[config.mk]
export PLATFORM = sky130hd
export DESIGN_NAME = two_line_char_display_console_unit
export DESIGN_NICKNAME = d
export VERILOG_FILES = /design/src/hdl/tlcd_pkg.sv /design/src/hdl/two_line_char_display_console_unit.sv /design/src/hdl/tlcd_line_mem.sv /design/src/hdl/tlcd_seq.sv
export SDC_FILE = /design/constraint.sdc
export NUM_CORES = 1
export LEC_CHECK = 0
export BUFFER_PORTS_ARGS = -buffer_cell sky130_fd_sc_hd__buf_4
export CAP_MARGIN = 15
export CORE_ASPECT_RATIO = 0.75
export CORE_MARGIN = 2
export CORE_UTILIZATION = 40
export CTS_CLUSTER_DIAMETER = 50
export DETAILED_ROUTE_END_ITERATION = 10
export GPL_ROUTABILITY_DRIVEN = 0
export PLACE_DENSITY = 0.59
export SLEW_MARGIN = 0
export SYNTH_ARGS = -nofsm -noshare
export SYNTH_HDL_FRONTEND = slang
export SYNTH_SLANG_ARGS = --single-unit
[constraint.sdc]
create_clock -name clk -period 5.4 [get_ports clk]
set_clock_uncertainty 0.15 [all_clocks]
set_input_delay 0.81 -clock clk [delete_from_list [all_inputs] [get_ports clk]]
set_output_delay 0.81 -clock clk [all_outputs]
set_load 0.02 [all_outputs]
[src/hdl/tlcd_pkg.sv]
package tlcd_pkg;

  // default line length in character cells
  localparam int LINE_LEN_DEF = 16;

  // character codes
  localparam logic [7:0] CH_CR    = 8'h0D;
  localparam logic [7:0] CH_LF    = 8'h0A;
  localparam logic [7:0] CH_SPACE = 8'h20;

  // register map, index taken from paddr[3:2]
  localparam int REG_IDX_W = 2;
  localparam logic [REG_IDX_W-1:0] REG_ENABLE   = 2'd0;
  localparam logic [REG_IDX_W-1:0] REG_OPCODE   = 2'd1;
  localparam logic [REG_IDX_W-1:0] REG_TOP_ADDR = 2'd2;
  localparam logic [REG_IDX_W-1:0] REG_BOT_ADDR = 2'd3;

  // sequencer states
  typedef enum logic [6:0] {
    ST_IDLE     = 7'b0000001,
    ST_TOP_ADR  = 7'b0000010,
    ST_TOP_DAT  = 7'b0000100,
    ST_BOT_ADR  = 7'b0001000,
    ST_BOT_DAT  = 7'b0010000,
    ST_SPIN_ADR = 7'b0100000,
    ST_SPIN_DAT = 7'b1000000
  } seq_state_t;

  // spinner glyphs in display order
  function automatic logic [7:0] spin_glyph(input logic [1:0] idx);
    logic [7:0] g;
    unique case (idx)
      2'd0: g = 8'h7C;
      2'd1: g = 8'h2F;
      2'd2: g = 8'h2D;
      2'd3: g = 8'hCD;
      default: g = 8'h7C;
    endcase
    return g;
  endfunction

endpackage

[src/hdl/two_line_char_display_console_unit.sv]
// Console front end for a two-line character display. Character items are
// stored in the current line buffer (carriage return ignored, characters past
// the end of the line dropped); a line feed produces 2*LINE_LEN+1 display
// writes (set-address, the previous line's first LINE_LEN-1 cells, set-address,
// the current line's LINE_LEN cells) and then starts a fresh blank line; a
// heartbeat item produces a set-address write and one spinner glyph for the
// top row's last cell. The flag last marks an item's final write. A stored
// character leaves the sequencer idle; a line feed or a heartbeat occupies
// the sequencer, with one display write per cycle through the line memory's
// single read port while the output is taken every cycle. Input ready is low
// while a sequence runs. The line memory is usable right after reset, no
// clearing pass is needed. Registers: 0x0 display_enable, 0x4
// set_address_opcode, 0x8 top_row_address, 0xC bottom_row_address; write
// them only while idle.
module two_line_char_display_console_unit
  import tlcd_pkg::*;
#(
  parameter int LINE_LEN = LINE_LEN_DEF,
  localparam int IDX_W = $clog2(LINE_LEN)
) (
  input  logic        clk,
  input  logic        rst,
  // configuration port
  input  logic        psel,
  input  logic        penable,
  input  logic        pwrite,
  input  logic [3:0]  paddr,
  input  logic [31:0] pwdata,
  output logic [31:0] prdata,
  output logic        pready,
  // input channel
  input  logic        in_valid,
  output logic        in_ready,
  input  logic        command,
  input  logic [7:0]  char_code,
  // output channel
  output logic        out_valid,
  input  logic        out_ready,
  output logic        is_data,
  output logic [7:0]  write_byte,
  output logic        last
);

  logic                 display_enable;
  logic [7:0]           set_address_opcode;
  logic [6:0]           top_row_address;
  logic [6:0]           bottom_row_address;
  logic [REG_IDX_W-1:0] reg_idx;
  logic                 reg_wr;

  logic             wr_en;
  logic             wr_line;
  logic [IDX_W-1:0] wr_idx;
  logic [7:0]       wr_data;
  logic             clr_en;
  logic             clr_line;
  logic             rd_line_next;
  logic [IDX_W-1:0] rd_idx_next;
  logic [7:0]       rd_data;

  assign pready  = 1'b1;
  assign reg_idx = paddr[3:2];
  assign reg_wr  = psel & penable & pwrite & pready;

  // configuration registers
  always_ff @(posedge clk) begin
    if (rst) begin
      display_enable     <= 1'b1;
      set_address_opcode <= 8'd128;
      top_row_address    <= 7'd0;
      bottom_row_address <= 7'd64;
    end else if (reg_wr) begin
      unique case (reg_idx)
        REG_ENABLE:   display_enable     <= pwdata[0];
        REG_OPCODE:   set_address_opcode <= pwdata[7:0];
        REG_TOP_ADDR: top_row_address    <= pwdata[6:0];
        REG_BOT_ADDR: bottom_row_address <= pwdata[6:0];
        default: ;
      endcase
    end
  end

  // register readback
  always_comb begin
    unique case (reg_idx)
      REG_ENABLE:   prdata = {31'd0, display_enable};
      REG_OPCODE:   prdata = {24'd0, set_address_opcode};
      REG_TOP_ADDR: prdata = {25'd0, top_row_address};
      REG_BOT_ADDR: prdata = {25'd0, bottom_row_address};
      default:      prdata = 32'd0;
    endcase
  end

  tlcd_seq #(
    .LINE_LEN(LINE_LEN)
  ) u_seq (
    .clk               (clk),
    .rst               (rst),
    .in_valid          (in_valid),
    .in_ready          (in_ready),
    .command           (command),
    .char_code         (char_code),
    .display_enable    (display_enable),
    .set_address_opcode(set_address_opcode),
    .top_row_address   (top_row_address),
    .bottom_row_address(bottom_row_address),
    .wr_en             (wr_en),
    .wr_line           (wr_line),
    .wr_idx            (wr_idx),
    .wr_data           (wr_data),
    .clr_en            (clr_en),
    .clr_line          (clr_line),
    .rd_line_next      (rd_line_next),
    .rd_idx_next       (rd_idx_next),
    .rd_data           (rd_data),
    .out_valid         (out_valid),
    .out_ready         (out_ready),
    .is_data           (is_data),
    .write_byte        (write_byte),
    .last              (last)
  );

  tlcd_line_mem #(
    .LINE_LEN(LINE_LEN)
  ) u_line_mem (
    .clk     (clk),
    .rst     (rst),
    .wr_en   (wr_en),
    .wr_line (wr_line),
    .wr_idx  (wr_idx),
    .wr_data (wr_data),
    .clr_en  (clr_en),
    .clr_line(clr_line),
    .rd_line (rd_line_next),
    .rd_idx  (rd_idx_next),
    .rd_data (rd_data)
  );

endmodule

[src/hdl/tlcd_line_mem.sv]
module tlcd_line_mem
  import tlcd_pkg::*;
#(
  parameter int LINE_LEN = LINE_LEN_DEF,
  localparam int IDX_W = $clog2(LINE_LEN)
) (
  input  logic             clk,
  input  logic             rst,
  input  logic             wr_en,
  input  logic             wr_line,
  input  logic [IDX_W-1:0] wr_idx,
  input  logic [7:0]       wr_data,
  input  logic             clr_en,
  input  logic             clr_line,
  input  logic             rd_line,
  input  logic [IDX_W-1:0] rd_idx,
  output logic [7:0]       rd_data
);

  logic [7:0]          mem [2][LINE_LEN];
  logic [LINE_LEN-1:0] vld [2];
  logic [7:0]          rd_raw;
  logic                rd_vld;

  // cell storage with registered read
  always_ff @(posedge clk) begin
    if (wr_en) begin
      mem[wr_line][wr_idx] <= wr_data;
    end
    rd_raw <= mem[rd_line][rd_idx];
    rd_vld <= vld[rd_line][rd_idx];
  end

  // per-cell written flags, a cleared cell reads as space
  always_ff @(posedge clk) begin
    if (rst) begin
      vld[0] <= '0;
      vld[1] <= '0;
    end else begin
      if (clr_en) begin
        vld[clr_line] <= '0;
      end
      if (wr_en) begin
        vld[wr_line][wr_idx] <= 1'b1;
      end
    end
  end

  assign rd_data = rd_vld ? rd_raw : CH_SPACE;

endmodule

[src/hdl/tlcd_seq.sv]
module tlcd_seq
  import tlcd_pkg::*;
#(
  parameter int LINE_LEN = LINE_LEN_DEF,
  localparam int IDX_W = $clog2(LINE_LEN),
  localparam int CUR_W = $clog2(LINE_LEN + 1)
) (
  input  logic             clk,
  input  logic             rst,
  // input channel
  input  logic             in_valid,
  output logic             in_ready,
  input  logic             command,
  input  logic [7:0]       char_code,
  // configuration
  input  logic             display_enable,
  input  logic [7:0]       set_address_opcode,
  input  logic [6:0]       top_row_address,
  input  logic [6:0]       bottom_row_address,
  // line memory
  output logic             wr_en,
  output logic             wr_line,
  output logic [IDX_W-1:0] wr_idx,
  output logic [7:0]       wr_data,
  output logic             clr_en,
  output logic             clr_line,
  output logic             rd_line_next,
  output logic [IDX_W-1:0] rd_idx_next,
  input  logic [7:0]       rd_data,
  // output channel
  output logic             out_valid,
  input  logic             out_ready,
  output logic             is_data,
  output logic [7:0]       write_byte,
  output logic             last
);

  localparam logic [IDX_W-1:0] TOP_END  = IDX_W'(LINE_LEN - 2);
  localparam logic [IDX_W-1:0] BOT_END  = IDX_W'(LINE_LEN - 1);
  localparam logic [7:0]       OFF_LAST = 8'(LINE_LEN - 1);
  localparam logic [CUR_W-1:0] ROOM_TOP = CUR_W'(LINE_LEN - 1);
  localparam logic [CUR_W-1:0] ROOM_BOT = CUR_W'(LINE_LEN);

  seq_state_t       state, state_next;
  logic             cur_line, cur_line_next;
  logic [CUR_W-1:0] cursor, cursor_next;
  logic [1:0]       spin, spin_next;
  logic             rd_line;
  logic [IDX_W-1:0] rd_idx;

  logic             accept;
  logic             out_free;
  logic             emit;
  logic [6:0]       addr_base;
  logic [7:0]       addr_off;
  logic [7:0]       addr_sum;
  logic             emit_is_data;
  logic [7:0]       emit_byte;
  logic             emit_last;
  logic [CUR_W-1:0] room;

  assign in_ready = (state == ST_IDLE);
  assign accept   = in_valid & in_ready;
  assign out_free = ~out_valid | out_ready;
  assign emit     = out_free & (state != ST_IDLE);
  assign room     = cur_line ? ROOM_BOT : ROOM_TOP;

  // shared set-address adder
  always_comb begin
    addr_base = top_row_address;
    addr_off  = 8'd0;
    if (state == ST_BOT_ADR) begin
      addr_base = bottom_row_address;
    end
    if (state == ST_SPIN_ADR) begin
      addr_off = OFF_LAST;
    end
    addr_sum = set_address_opcode + {1'b0, addr_base} + addr_off;
  end

  // sequencer
  always_comb begin
    state_next    = state;
    cur_line_next = cur_line;
    cursor_next   = cursor;
    spin_next     = spin;
    rd_line_next  = rd_line;
    rd_idx_next   = rd_idx;
    wr_en         = 1'b0;
    wr_line       = cur_line;
    wr_idx        = cursor[IDX_W-1:0];
    wr_data       = char_code;
    clr_en        = 1'b0;
    clr_line      = ~cur_line;
    emit_is_data  = 1'b0;
    emit_byte     = addr_sum;
    emit_last     = 1'b0;
    unique case (state)
      ST_IDLE: begin
        if (accept && display_enable) begin
          if (command) begin
            state_next = ST_SPIN_ADR;
          end else if (char_code == CH_LF) begin
            state_next   = ST_TOP_ADR;
            rd_line_next = ~cur_line;
            rd_idx_next  = '0;
          end else if (char_code != CH_CR && cursor < room) begin
            wr_en       = 1'b1;
            cursor_next = cursor + 1'b1;
          end
        end
      end
      ST_TOP_ADR: begin
        if (emit) begin
          state_next = ST_TOP_DAT;
        end
      end
      ST_TOP_DAT: begin
        emit_is_data = 1'b1;
        emit_byte    = rd_data;
        if (emit) begin
          if (rd_idx == TOP_END) begin
            state_next   = ST_BOT_ADR;
            rd_line_next = cur_line;
            rd_idx_next  = '0;
          end else begin
            rd_idx_next = rd_idx + 1'b1;
          end
        end
      end
      ST_BOT_ADR: begin
        if (emit) begin
          state_next = ST_BOT_DAT;
        end
      end
      ST_BOT_DAT: begin
        emit_is_data = 1'b1;
        emit_byte    = rd_data;
        if (rd_idx == BOT_END) begin
          emit_last = 1'b1;
          if (emit) begin
            state_next    = ST_IDLE;
            cur_line_next = ~cur_line;
            cursor_next   = '0;
            clr_en        = 1'b1;
          end
        end else if (emit) begin
          rd_idx_next = rd_idx + 1'b1;
        end
      end
      ST_SPIN_ADR: begin
        if (emit) begin
          state_next = ST_SPIN_DAT;
        end
      end
      ST_SPIN_DAT: begin
        emit_is_data = 1'b1;
        emit_byte    = spin_glyph(spin);
        emit_last    = 1'b1;
        if (emit) begin
          state_next = ST_IDLE;
          spin_next  = spin + 1'b1;
        end
      end
      default: begin
        state_next = ST_IDLE;
      end
    endcase
  end

  // control registers
  always_ff @(posedge clk) begin
    if (rst) begin
      state     <= ST_IDLE;
      cur_line  <= 1'b0;
      cursor    <= '0;
      spin      <= '0;
      rd_line   <= 1'b0;
      rd_idx    <= '0;
      out_valid <= 1'b0;
    end else begin
      state    <= state_next;
      cur_line <= cur_line_next;
      cursor   <= cursor_next;
      spin     <= spin_next;
      rd_line  <= rd_line_next;
      rd_idx   <= rd_idx_next;
      if (emit) begin
        out_valid <= 1'b1;
      end else if (out_ready) begin
        out_valid <= 1'b0;
      end
    end
  end

  // output item register
  always_ff @(posedge clk) begin
    if (emit) begin
      is_data    <= emit_is_data;
      write_byte <= emit_byte;
      last       <= emit_last;
    end
  end

endmodule

; Word-level counts from Yosys, hierarchy flattened
; Memories as Yosys holds them, arrays and structs flattened.
; Cells that the tools add are included.
; W data, S select, Z words.
[classes]
n_addsub = 5
order_cmp = 7
n_eq_ne = 30
n_mux = 76
bitwise_logic = 9
reduce_logical = 20
[op_table]
columns = op, n
row1 = $mux W128, 1
row2 = $pmux W32 S4, 1
row3 = $mux W7, 11
row4 = $mux W16, 4
row5 = $pmux W7 S7, 1
row6 = $mux W5, 7
row7 = $bmux W8 S4, 1
row8 = $demux W8 S4, 1
row9 = $mux W4, 8
row10 = $mux W8, 4
row11 = $pmux W8 S4, 1
row12 = $reduce_or A16 Y1, 2
row13 = $mux W1, 29
row14 = $pmux W8 S2, 1
row15 = $ne A2 B1 Y1 const B, 7
row16 = $pmux W4 S3, 1
row17 = $ge A5 B5 Y1 const B, 2
row18 = $lt A4 B5 Y1 const B, 2
row19 = $not A4 Y5, 2
row20 = $pmux W5 S2, 1
row21 = $reduce_and A2 Y1, 5
row22 = $add A8 B4 Y8, 1
row23 = $add A8 B7 Y8, 1
row24 = $eq A2 B2 Y1 const B, 4
row25 = 34 further kinds, 49
[totals]
ff_bits = 63
ram_bits = 288
in_bits = 52
out_inout_bits = 45
wordCells = 165
n_memories = 2
[memory_table]
columns = memory, words, word_bits, rd, rd_ports_with_merged_regs, write_ports, line_no
row1 = u_line_mem.mem, 2, 128, 1, 0, 1, tlcd_line_mem.sv:20  ; logic [7:0] mem [2][LINE_LEN];
row2 = u_line_mem.vld, 2, 16, 1, 0, 2, tlcd_line_mem.sv:21  ; logic [LINE_LEN-1:0] vld [2];

; Depth between registers and ports, before layout
[depth]
ltp_word = 13
ltp_mapped = 16
depth_no_buf = 15

; Modules after synthesis
; From an unflattened synthesis, not the netlist that was laid out.
[unflattened]
cells_unflattened = 1007
area_unflattened_um2 = 15617.5
[modules_own_cells]
columns = module, n_inst, cells_per_inst, area_each_um2, seq_area_each_um2
row1 = tlcd_line_mem, 1, 565, 11541.1, 8508.2
row2 = tlcd_seq, 1, 306, 2722.6, 720.7
row3 = two_line_char_display_console_unit, 1, 136, 1353.8, 460.4

; Least setup slack after synthesis
; No wires, ideal clock.
[synth_path]
path_kind = register -> register
startpoint = register u_seq.state[1]
endpoint = register u_seq.write_byte[7] (data pin)
setup_ns = 0.265
t_arrival_ns = 3.582
t_required_ns = 4.985
slack_ns = 1.403
stages_incl_launch_ff = 17
n_path_buf = 1
period_less_slack_ns = 3.997
path_cell_list = dfxtp_1 > clkbuf_1 > or4_1 > nor4_1 > inv_1 > fa_1 > inv_1 > ha_1 > inv_1 > fa_1 > nor2b_1 > o21ai_0 > nand2b_1 > a21o_1 > a21oi_1 > xnor2_1 > o21ai_0
[synth_via]
elab_chain_cells = 5
elab_cells_between_ends = 11
classes_between = add/sub: 2 / eq/ne: 5 / mux: 3 / reduce/logical: 1
[synth_lines]
columns = element, line_no
row1 = "start, declared", tlcd_seq.sv:44  ; seq_state_t state, state_next;
row2 = "start signal, assigned", tlcd_seq.sv:182  ; state <= state_next;
row3 = $eq A7 B4 Y1, tlcd_seq.sv:72  ; if (state == ST_BOT_ADR) begin
row4 = $mux W7, tlcd_seq.sv:72
row5 = $add A8 B7 Y8, tlcd_seq.sv:78  ; addr_sum = set_address_opcode + {1'b0, addr_base} + addr_off;
row6 = $add A8 B4 Y8, tlcd_seq.sv:78
row7 = $pmux W8 S2 (*), tlcd_seq.sv:98  ; unique case (state)
row8 = via u_seq.emit_byte[7], tlcd_seq.sv:58  ; logic [7:0] emit_byte;
row9 = "end signal, assigned", tlcd_seq.sv:200  ; write_byte <= emit_byte;
row10 = "end, declared", tlcd_seq.sv:34  ; output logic [7:0] write_byte,
; Mark *: on every way through the listed nets, which the timed path passes. The rest lies on a longest branch.
; A chain may end at the register's enable or synchronous reset.

; Worst setup path in the final report
[layout_path]
startpoint = register u_seq.state[1]
endpoint = register u_line_mem.rd_raw[3]
[layout_via]
elab_chain_cells = 9
elab_cells_between_ends = 20
classes_between = eq/ne: 4 / mux: 11 / bitwise: 3 / reduce/logical: 1 / memory: 1
[layout_lines]
columns = element, line_no
row1 = $eq A7 B1 Y1 or $ne A7 B1 Y1 (tied branches), "tlcd_seq.sv:62, tlcd_seq.sv:98, tlcd_seq.sv:65"
row2 = "$and A1 B1 Y1, on equally long branches", "tlcd_seq.sv:63, tlcd_seq.sv:65"
row3 = $logic_and A1 B1 Y1 or $mux W4 (tied branches), "tlcd_seq.sv:100, tlcd_seq.sv:147"
row4 = $mux W1 (tied with other cells), tlcd_seq.sv:100  ; if (accept && display_enable) begin
row5 = $pmux W1 S2 or $pmux W4 S3 (tied branches), tlcd_seq.sv:98
row6 = $mem_v2 Z2 W128 or $not A4 Y5 (tied branches), -
row7 = $bmux W8 S4 (*), tlcd_line_mem.sv:30  ; rd_raw <= mem[rd_line][rd_idx];
row8 = $mux W8 (not written as such) (*) (2 in a row), tlcd_line_mem.sv:30
row9 = "end signal, assigned", tlcd_line_mem.sv:30
row10 = "end, declared", tlcd_line_mem.sv:22  ; logic [7:0] rd_raw;
; Every way passes the cells marked *; elsewhere a longest branch is shown, timed or not. The select of a mux whose other input is x is not followed.

==> summary.txt <==
Status
  • Status: finished, final reports clean

Timing
  • Max Freq: 224.1 MHz
  • Setup-failing EPs final: 0
  • Hold Vio Cnt, Final: 0
  • Final period util: 0.8262
  • Slew Viols, Final: 0
  • RSZ-0062 raised after global routing: false
  • Crit path time final: 4461 ps
  • Post-route setup TNS: 0 ps
  • Final WS setup: 938.5 ps
  • Rel. slew slack: 0.2319
  • Worst-Margin Slew: 1152 ps

Global route
  • Initial antenna violation count: 0
  • Met1 usage in global routing: 0.2954
  • GRT Residual Overflow: 0
  • First-pass GRT wire length: 66,760 µm
  • Vias in the first global route: 11,030
  • Grt peak-use layer: met1
  • Gr usage total: 0.1896
  • Met2 GRT Util: 0.2696
  • Largest net degree at the start of global routing: 111
  • M3 GR Usage: 0.03567

Synth
  • Ys async rst share: 0
  • Mapped Cells: 1,462
  • Most frequent cell after synthesis: edfxtp_1
  • Post-Syn Area: 0.01773 mm²
  • Share of the synthesized area in the top cell type: 0.5048
  • Synth unique cells: 69
  • Main area contributors after synthesis: edfxtp_1 (50%), mux2i_1 (9.8%), dfxtp_1 (6.0%), nor2b_1 (3.6%), o311ai_0 (3.6%)
  • Synth top cells by count: edfxtp_1 (298), mux2i_1 (173), nor2_1 (112)
  • Sequential element share of the synthesized area: 0.5647
  • Yosys warnings: 0
  • Ys flop type: edfxtp_1
  • Dominant cell type by area after synthesis: edfxtp_1
  • Yosys reg bits: 351
  • Post-synth EDFFs: 298
  • Syn Area/Cell: 12.13 µm²

Drt
  • DRC Markers: 0
  • TritonRoute pass-1 iters: 7
  • Iteration-0 DRC Markers: 1,245
  • DRT Wirelength: 44,020 µm
  • Antenna viol nets, final: 0
  • WL/cell: 21.37 µm
  • Via count: 11,770
  • Vias per inst: 5.713

Clock tree
  • CTS clk-pin slew, worst paths: 60 ps
  • CTS Buf Count: 38
  • CTS sink cnt: 351
  • Clock root buffer: clkbuf_16
  • CTS tree: done
  • PostCTS Resize Cnt: 0
  • Post-CTS setup buffer count: 0
  • Post-CTS Hold Fix Bufs: 0
  • Clk_lat worst skew: 530 ps
  • Clk buf depth: 3
  • H-tree levels: 2

Cells and area
  • Diodes inserted: 0
  • Proportion of layout cells with a drive suffix above 1: 0.1316
  • Multi-input logic area: 0.007094 mm²
  • Storage cell area: 0.01001 mm²
  • P&R area growth vs syn: 11.54%
  • Layout fillers: 3,903
  • Fin nets: 1,534

Worst setup path
  • CP Data Required Time: 5680 ps
  • Arr. time, crit path: 4740 ps
  • Crit path kind: reg -> reg
  • Crit-path max FO: 26
  • R2r setup slk: 940 ps
  • CP Capture Type: register
  • Critical path startpoint category: register

Floorplan
  • Die H: 186.3 µm
  • Core area: 0.04352 mm²
  • Initial core utilization: 0.4073
  • Io pins: 97
  • Row count: 66
  • Width of the chip: 247.1 µm
  • Total die area: 0.04604 mm²

Power
  • Pwr Density: 334.2 mW/mm²
  • Peak supply drop: 0.2458 mV
  • Leakage: 0.007143 µW

Place
  • Port Buf Inserts: 45
  • DP Wirelength: 28,360 µm
  • Pre-CTS setup slack: 913.5 ps

Hold path
  • Worst Hold Class: in -> reg

Flow run
  • Max-Cap Viols: 0
layer usage:
metal  vias to the layer above  wire [µm]
li1                       5507          -
met1                      5853      21370
met2                       347      18820
met3                        62       2945
met4                         0        886
met5                         -          0
registers in the layout (all words and copies together) (netlist names):
name,cells
u_line_mem.mem,256
u_line_mem.rd_vld,1
u_seq.out_valid,1
u_seq.is_data,1
u_seq.cursor,5
u_seq.write_byte,8
top_row_address,7
u_seq.rd_line,1
u_seq.wr_line,1
u_line_mem.rd_raw,8
u_seq.spin,2
bottom_row_address,7
u_seq.state,7
u_seq.rd_idx,4
u_line_mem.vld,32
u_seq.last,1
set_address_opcode,8
display_enable,1
layout make-up:
type	count	area share
flip-flops and latches	351	0.5064
multi-input cells	970	0.3588
clock buffers	51	0.05467
well taps	578	0.03658
repair buffers	73	0.02898
clock inverters	17	0.01076
inverters	20	0.003797
report_power, final:
| part | switching [µW] | internal, µW | leakage (µW) | total [µW] |
|---|---|---|---|---|
| clock network | 1070 | 1640 | 0.000630 | 2710 |
| logic | 484 | 276 | 0.00336 | 760 |
| registers | 81.7 | 3060 | 0.00315 | 3140 |
per-stage QoR:
stage / power (µW) / hold WS [ps] / cells / cell area [µm²] / util
after floorplan: 3613 / 298.5 / 1485 / 17810 / -
after global placement: 3928 / 314.3 / 1992 / 18480 / 0.4246
after detailed placement: 3943 / 339.6 / 1992 / 18480 / 0.4246
after CTS: 6634 / 307.8 / 2060 / 19770 / 0.4543
after global routing: 6818 / 319.1 / 2060 / 19770 / 0.4543
final: 6609 / 327.2 / 2060 / 19770 / 0.4543
cell families (layout without fill, tap and decap cells):
family | Yosys count | after routing | synth area share
AO/OA/AOI/OAI | 234 | 234 | 0.09783
XOR/XNOR | 12 | 12 | 0.005929
adder cells (fa/ha/maj) | 28 | 28 | 0.02188
buffers and inverters | 164 | 161 | 0.04277
flip-flops | 351 | 351 | 0.5647
multiplexers | 224 | 224 | 0.1314
other | 2 | 25 | 0.0004236
AND/OR/NAND/NOR | 447 | 447 | 0.1352
worst max-delay path: stages (launching register included):
cell and delay (ps):
dfxtp_1 410, or4_1 680, nor4_4 530, a21oi_4 130
or2_2 550, a21o_1 330, nor3_1 860, a222oi_1 280
buf_4 230, and4_1 190
placed cells by master (no fill, tap or decap), types with 25 or more instances in the layout:
cell type / instances
nor2_1: 111
nand2_1: 70
conb_1: 25
mux2i_1: 173
dfxtp_1: 52
edfxtp_1: 298
clkbuf_16: 39
buf_4: 71
nor2b_1: 103
or4_1: 27
o311ai_0: 73
mux2_2: 42
nand3_1: 45
o21ai_0: 51
path summary, 6_finish.rpt:
check / startpoint / to / depth (start not counted)
worst max-delay path: u_seq.state[1] / u_line_mem.rd_raw[3] / 9
worst min-delay path: pwdata[7] / set_address_opcode[7] / 2
worst max register to register: u_seq.state[1] / u_line_mem.rd_raw[3] / 9
worst min register to register: bottom_row_address[6] / bottom_row_address[6] / 1
Note: power is estimated with default switching activity, not from simulation.
